<file path="src/rtl/imsv_pkg.sv">
// ----------------------------------------------------------------------------
// imsv_pkg
// Shared types, constants and small lookup functions for the slip-control
// volts-per-hertz step core.
// ----------------------------------------------------------------------------
`default_nettype none

package imsv_pkg;

  localparam int HIST_DEPTH     = 256;
  localparam int HIST_AW        = $clog2(HIST_DEPTH);
  localparam int ANGLE_SHIFT    = 19;
  localparam int SINE_FRAC_BITS = 15;
  localparam int SINE_W         = SINE_FRAC_BITS + 1;
  localparam int IDX_W          = 32 - ANGLE_SHIFT;
  localparam int QTR_W          = IDX_W - 2;
  localparam int QTR_SIZE       = 1 << QTR_W;
  localparam int QUEUE_DEPTH    = 2;
  localparam int QUEUE_AW       = $clog2(QUEUE_DEPTH);
  localparam int MUL_W          = 33;
  localparam int PROD_W         = 2 * MUL_W;
  localparam int DPROD_W        = 12 + SINE_W;

  localparam logic [30:0] HALF_PI_Q30 = 31'd1686629713;
  localparam logic [11:0] CENTER      = 12'd2047;
  localparam logic [31:0] PHASE_B_OFS = 32'h5555_5555;
  localparam logic [31:0] PHASE_C_OFS = 32'hAAAA_AAAB;

  localparam logic signed [33:0] SINE_RND = 34'(64'd1 << (29 - SINE_FRAC_BITS));
  localparam logic [SINE_FRAC_BITS-1:0] SINE_TOP = {SINE_FRAC_BITS{1'b1}};

  localparam logic [31:0] RECIP_6  = 32'((64'd1 << 32) / 6);
  localparam logic [31:0] RECIP_20 = 32'((64'd1 << 32) / 20);
  localparam logic [31:0] RECIP_42 = 32'((64'd1 << 32) / 42);
  localparam logic [31:0] RECIP_72 = 32'((64'd1 << 32) / 72);

  typedef enum logic [2:0] {
    CFG_THROTTLE_MIN    = 3'd0,
    CFG_THROTTLE_MAX    = 3'd1,
    CFG_SLIP_GAIN       = 3'd2,
    CFG_ENCODER_GAIN    = 3'd3,
    CFG_VOLT_GAIN       = 3'd4,
    CFG_VOLTAGE_LIMIT   = 3'd5,
    CFG_OVERSPEED_LIMIT = 3'd6
  } cfg_reg_t;

  typedef struct packed {
    logic [11:0] throttle_min;
    logic [11:0] throttle_max;
    logic [31:0] slip_gain;
    logic [23:0] encoder_gain;
    logic [23:0] volt_gain;
    logic [10:0] voltage_limit;
    logic [14:0] overspeed_limit;
  } cfg_t;

  typedef struct packed {
    logic [15:0] diff;
    logic [15:0] braked;
    logic [11:0] off;
    logic        fault;
    logic        oe;
  } rec_t;

  typedef enum logic [3:0] {
    ST_IDLE,
    ST_SLIP,
    ST_ENC,
    ST_INC,
    ST_VOLT,
    ST_AMP,
    ST_SX,
    ST_SX2,
    ST_SQ,
    ST_TM,
    ST_DQ,
    ST_DC,
    ST_DF,
    ST_FIN,
    ST_DT,
    ST_OUT
  } back_state_t;

  function automatic logic [6:0] div_k(input logic [1:0] step);
    case (step)
      2'd0:    div_k = 7'd6;
      2'd1:    div_k = 7'd20;
      2'd2:    div_k = 7'd42;
      default: div_k = 7'd72;
    endcase
  endfunction

  function automatic logic [31:0] div_recip(input logic [1:0] step);
    case (step)
      2'd0:    div_recip = RECIP_6;
      2'd1:    div_recip = RECIP_20;
      2'd2:    div_recip = RECIP_42;
      default: div_recip = RECIP_72;
    endcase
  endfunction

  function automatic logic [31:0] phase_ofs(input logic [1:0] phase);
    case (phase)
      2'd0:    phase_ofs = 32'd0;
      2'd1:    phase_ofs = PHASE_B_OFS;
      default: phase_ofs = PHASE_C_OFS;
    endcase
  endfunction

endpackage

`default_nettype wire

</file>
<file path="src/rtl/imsv_queue.sv">
// ----------------------------------------------------------------------------
// imsv_queue
// Short record queue between the front and back parts.
// ----------------------------------------------------------------------------
`default_nettype none

module imsv_queue (
  input  wire logic           clk,
  input  wire logic           rst_n,
  input  wire logic           push,
  output logic                push_ready,
  input  wire imsv_pkg::rec_t push_rec,
  output logic                pop_valid,
  input  wire logic           pop,
  output imsv_pkg::rec_t      pop_rec
);

  imsv_pkg::rec_t                q_mem [imsv_pkg::QUEUE_DEPTH];
  logic [imsv_pkg::QUEUE_AW-1:0] wr_ptr_r;
  logic [imsv_pkg::QUEUE_AW-1:0] rd_ptr_r;
  logic [imsv_pkg::QUEUE_AW:0]   count_r;

  assign push_ready = (count_r != (imsv_pkg::QUEUE_AW + 1)'(imsv_pkg::QUEUE_DEPTH));
  assign pop_valid = (count_r != '0);
  assign pop_rec = q_mem[rd_ptr_r];

  always_ff @(posedge clk) begin
    if (!rst_n) begin
      wr_ptr_r <= '0;
      rd_ptr_r <= '0;
      count_r <= '0;
    end else begin
      if (push) begin
        wr_ptr_r <= (wr_ptr_r == imsv_pkg::QUEUE_AW'(imsv_pkg::QUEUE_DEPTH - 1)) ?
                    '0 : wr_ptr_r + 1'b1;
      end
      if (pop) begin
        rd_ptr_r <= (rd_ptr_r == imsv_pkg::QUEUE_AW'(imsv_pkg::QUEUE_DEPTH - 1)) ?
                    '0 : rd_ptr_r + 1'b1;
      end
      if (push && !pop) begin
        count_r <= count_r + 1'b1;
      end else if (pop && !push) begin
        count_r <= count_r - 1'b1;
      end
    end
  end

  always_ff @(posedge clk) begin
    if (push) begin
      q_mem[wr_ptr_r] <= push_rec;
    end
  end

endmodule

`default_nettype wire

</file>
<file path="config.mk">
export PLATFORM = sky130hd
export DESIGN_NAME = imsv_queue
export DESIGN_NICKNAME = d
export VERILOG_FILES = /design/src/rtl/imsv_pkg.sv /design/src/rtl/imsv_queue.sv
export SDC_FILE = /design/constraint.sdc
export NUM_CORES = 1
export LEC_CHECK = 0
export ABC_AREA = 1
export BUFFER_PORTS_ARGS = -buffer_cell sky130_fd_sc_hd__clkbuf_2
export CAP_MARGIN = 20
export CORE_MARGIN = 1.5
export CORE_UTILIZATION = 47
export CTS_BUF_LIST = sky130_fd_sc_hd__clkbuf_16
export DETAILED_ROUTE_END_ITERATION = 12
export PLACE_DENSITY = 0.75
export SKIP_CTS_REPAIR_TIMING = 1
export SLEW_MARGIN = 0
export SYNTH_ARGS = -nofsm -noshare
export SYNTH_HDL_FRONTEND = slang
export SYNTH_SLANG_ARGS = --single-unit
</file>
<file path="constraint.sdc">
create_clock -name clk -period 2.8 [get_ports clk]
set_input_delay 0.42 -clock clk [delete_from_list [all_inputs] [get_ports clk]]
set_output_delay 0.42 -clock clk [all_outputs]
set_load 0.05 [all_outputs]
</file>
==> out/qor.csv <==
stage,metric,value,unit
die,I/O pin total,98,
finish,Fill cells,589,
timing,Fmax achieved,483,MHz
place,Final GP Congestion,0.728,
outcome,status,finished clean,
critical_path,crit path launch type,flop,
pwr,worst vdd ir,450,µV
route,DR pass1 iterations,4,
global_routing,largest net degree at the start of global routing,28,
finish,Post-Route Utilization,60.1,%
route,ANT nets after route,0,
yosys,syn avg cell area,21.1,µm²
cts,Clock Latency Late Sink,0.34,ns
finish,proportion of layout cells with a drive suffix above 1,57.2,%
pwr,sequential power share,48.3,%
yosys,yosys synthesis warning count,0,
cts,clock-pin slew on the worst setup and hold paths,0.06,ns
critical_path,critical-path maximum fanout,22,
finish,Layout area overhead,23.9,%
timing,Fin Hold WS,0.272,ns
place,pre-CTS WS,1.03,ns
pwr,Leak,1.91,nW
finish,fin nets,338,
cts,clock tree root driver cell,clkbuf_16,
critical_path,Critical Path End Type,output pin,
place,hpwl dp,4.11,mm
critical_path,Setup Crit Path Kind,reg -> out,
die,Die W,92.3,µm
flow_run,max cap viols,0,
die,Die H,92.3,µm
timing,Setup TNS,0,ns
global_routing,global-route wire length before repair,9.11,mm
yosys,Synth Instances,178,
route,vias,1902,
global_routing,vias in the first global route,1838,
cts,Num CTS Buffers,9,
timing,fin crit period,2.07,ns
cts,CTS tree,yes,
yosys,sequential fraction of the synthesis area,76.3,%
yosys,Yosys reg bits,97,
pwr,Sw Share,25.2,%
timing,"Slew Viols, Final",0,
global_routing,GRT overflow,0,
route,Wirelength per Cell,15.1,µm
die,Initial Utilization,48.5,%
timing,setup violators final,0,
timing,fin crit share,73.9,%
timing,worst slew margin relative to its limit,59.3,%
route,DRT iter0 DRCs,90,
hold_path,worst hold-check path type,in -> reg,
pwr,NetSw,884,µW
timing,endpoints failing hold,0,
cts,clock buffer depth,2,
yosys,Mapped Area,3750,µm²
place,# port buffers,97,
finish,number of antenna diodes,0,
pwr,Clock Power Share,36.5,%
global_routing,antenna violations before repair,0,
route,routed vias/inst,4.83,
yosys,post-synth cell types,14,
die,Die ar.,8520,µm²
route,final WL,5.93,mm
pwr,Combinational Power Share,15.1,%
pwr,PD cells,756,nW/µm²
timing,clock skew,0.00725,ns
critical_path,critical path data arrival time,1.65,ns
cts,H-tree Lvls,3,
pwr,Int Pwr,2.63,mW
cts,CTS Sinks,97,
die,num rows,32,
timing,Worst Max-Slew Pin Slew,0.610,ns
route,residual DRC count,0,
global_routing,Global Route Usage Sum,14.7,%
timing,final setup margin,0.732,ns
critical_path,critical path data required time,2.38,ns
timing,RSZ-0062 raised after global routing,no,
yosys,Synthesized Nets,229,
die,Core Box Area,7730,µm²
## synthesized netlist by cell type
master / n / area [µm²]
nand4_1: 1 / 6.26
ha_1: 1 / 12.5
nand3_1: 1 / 5.00
inv_1: 8 / 30.0
nor2_1: 7 / 26.3
o21ai_0: 1 / 5.00
dfxtp_1: 5 / 100
edfxtp_1: 92 / 2760
mux2_4: 40 / 601
mux2_2: 6 / 67.6
buf_6: 1 / 11.3
buf_12: 4 / 80.1
nand2_1: 10 / 37.5
a21oi_1: 1 / 5.00
## state kept, by name, summed over array words and instances, names as in the netlist, named ones only
| name | flops |
|---|---|
| rd_ptr_r | 1 |
| count_r | 2 |
| q_mem | 92 |
| wr_ptr_r | 1 |
## path summary, 6_finish.rpt
check	start	to	slack [ns]	cells after the start
worst max-delay path	flop	pop_rec[32]	0.73	3
worst min-delay path	push_rec[21]	q_mem[0][21]	0.27	1
worst max register to register	wr_ptr_r	q_mem[1][11]	1.22	3
worst min register to register	rd_ptr_r	rd_ptr_r	0.50	2
## power by group through the flow
stage / registers, mW / clock network, mW / logic, mW
final: 1.70 / 1.28 / 0.531
after global routing: 1.70 / 1.35 / 0.559
after CTS: 1.70 / 1.30 / 0.538
after detailed placement: 1.73 / 0 / 0.538
after global placement: 1.72 / 0 / 0.528
after floorplan: 1.72 / 0 / 0.427
## per-layer routing
| metal | GRT usage, % | wire, µm |
|---|---|---|
| met5 | 0 | 0 |
| met4 | 8.97 | 152 |
| met3 | 3.12 | 219 |
| met2 | 25.2 | 3180 |
| met1 | 16.7 | 2380 |
## worst max-delay path, stage by stage (launching register included)
cell      delay (ns)
dfxtp_2         0.32
buf_4           0.34
mux2_2          0.40
clkbuf_2        0.24
## stage by stage
step	instances	cell area, µm²	power (mW)
global placement	378	4330	2.25
global route	394	4640	3.61
detailed placement	378	4330	2.27
finish	394	4640	3.51
CTS	394	4640	3.54
floorplan	178	3750	2.15
## layout make-up
cell class / instances / area [µm²] / area share [%]
tap: 102 / 128 / 2.75
inverter: 8 / 30.0 / 0.647
clock buffer: 9 / 225 / 4.85
multi-input combinational: 68 / 773 / 16.6
clock inverter: 7 / 93.8 / 2.02
timing repair buffer: 103 / 531 / 11.4
sequential: 97 / 2860 / 61.7
## cells by family (layout without fill, tap and decap cells)
| kind of cell | count (synthesis) | count (layout) | synth area share [%] |
|---|---|---|---|
| adders and majority gates | 1 | 1 | 0.334 |
| muxes | 46 | 46 | 17.8 |
| and+or+nand+nor | 19 | 19 | 2.00 |
| DFF | 97 | 97 | 76.3 |
| AOI/OAI and AO/OA | 2 | 2 | 0.267 |
| buffers and inverters | 13 | 127 | 3.24 |
## layout by cell type (no fill, tap or decap)
| cell type | count |
|---|---|
| ha_1 | 1 |
| dfxtp_1 | 4 |
| clkbuf_16 | 9 |
| inv_6 | 1 |
| nand4_1 | 1 |
| edfxtp_1 | 92 |
| nand3_1 | 1 |
| nor2_1 | 6 |
| nand2_1 | 10 |
| mux2_2 | 6 |
| bufinv_16 | 2 |
| clkinvlp_4 | 1 |
| buf_4 | 6 |
| inv_2 | 1 |
| nor2_4 | 1 |
| clkbuf_2 | 97 |
| inv_1 | 8 |
| mux2_4 | 40 |
| a21oi_1 | 1 |
| clkinv_4 | 1 |
| dfxtp_2 | 1 |
| o21ai_0 | 1 |
| clkinv_2 | 1 |
Note: power is estimated with default switching activity, not from simulation.
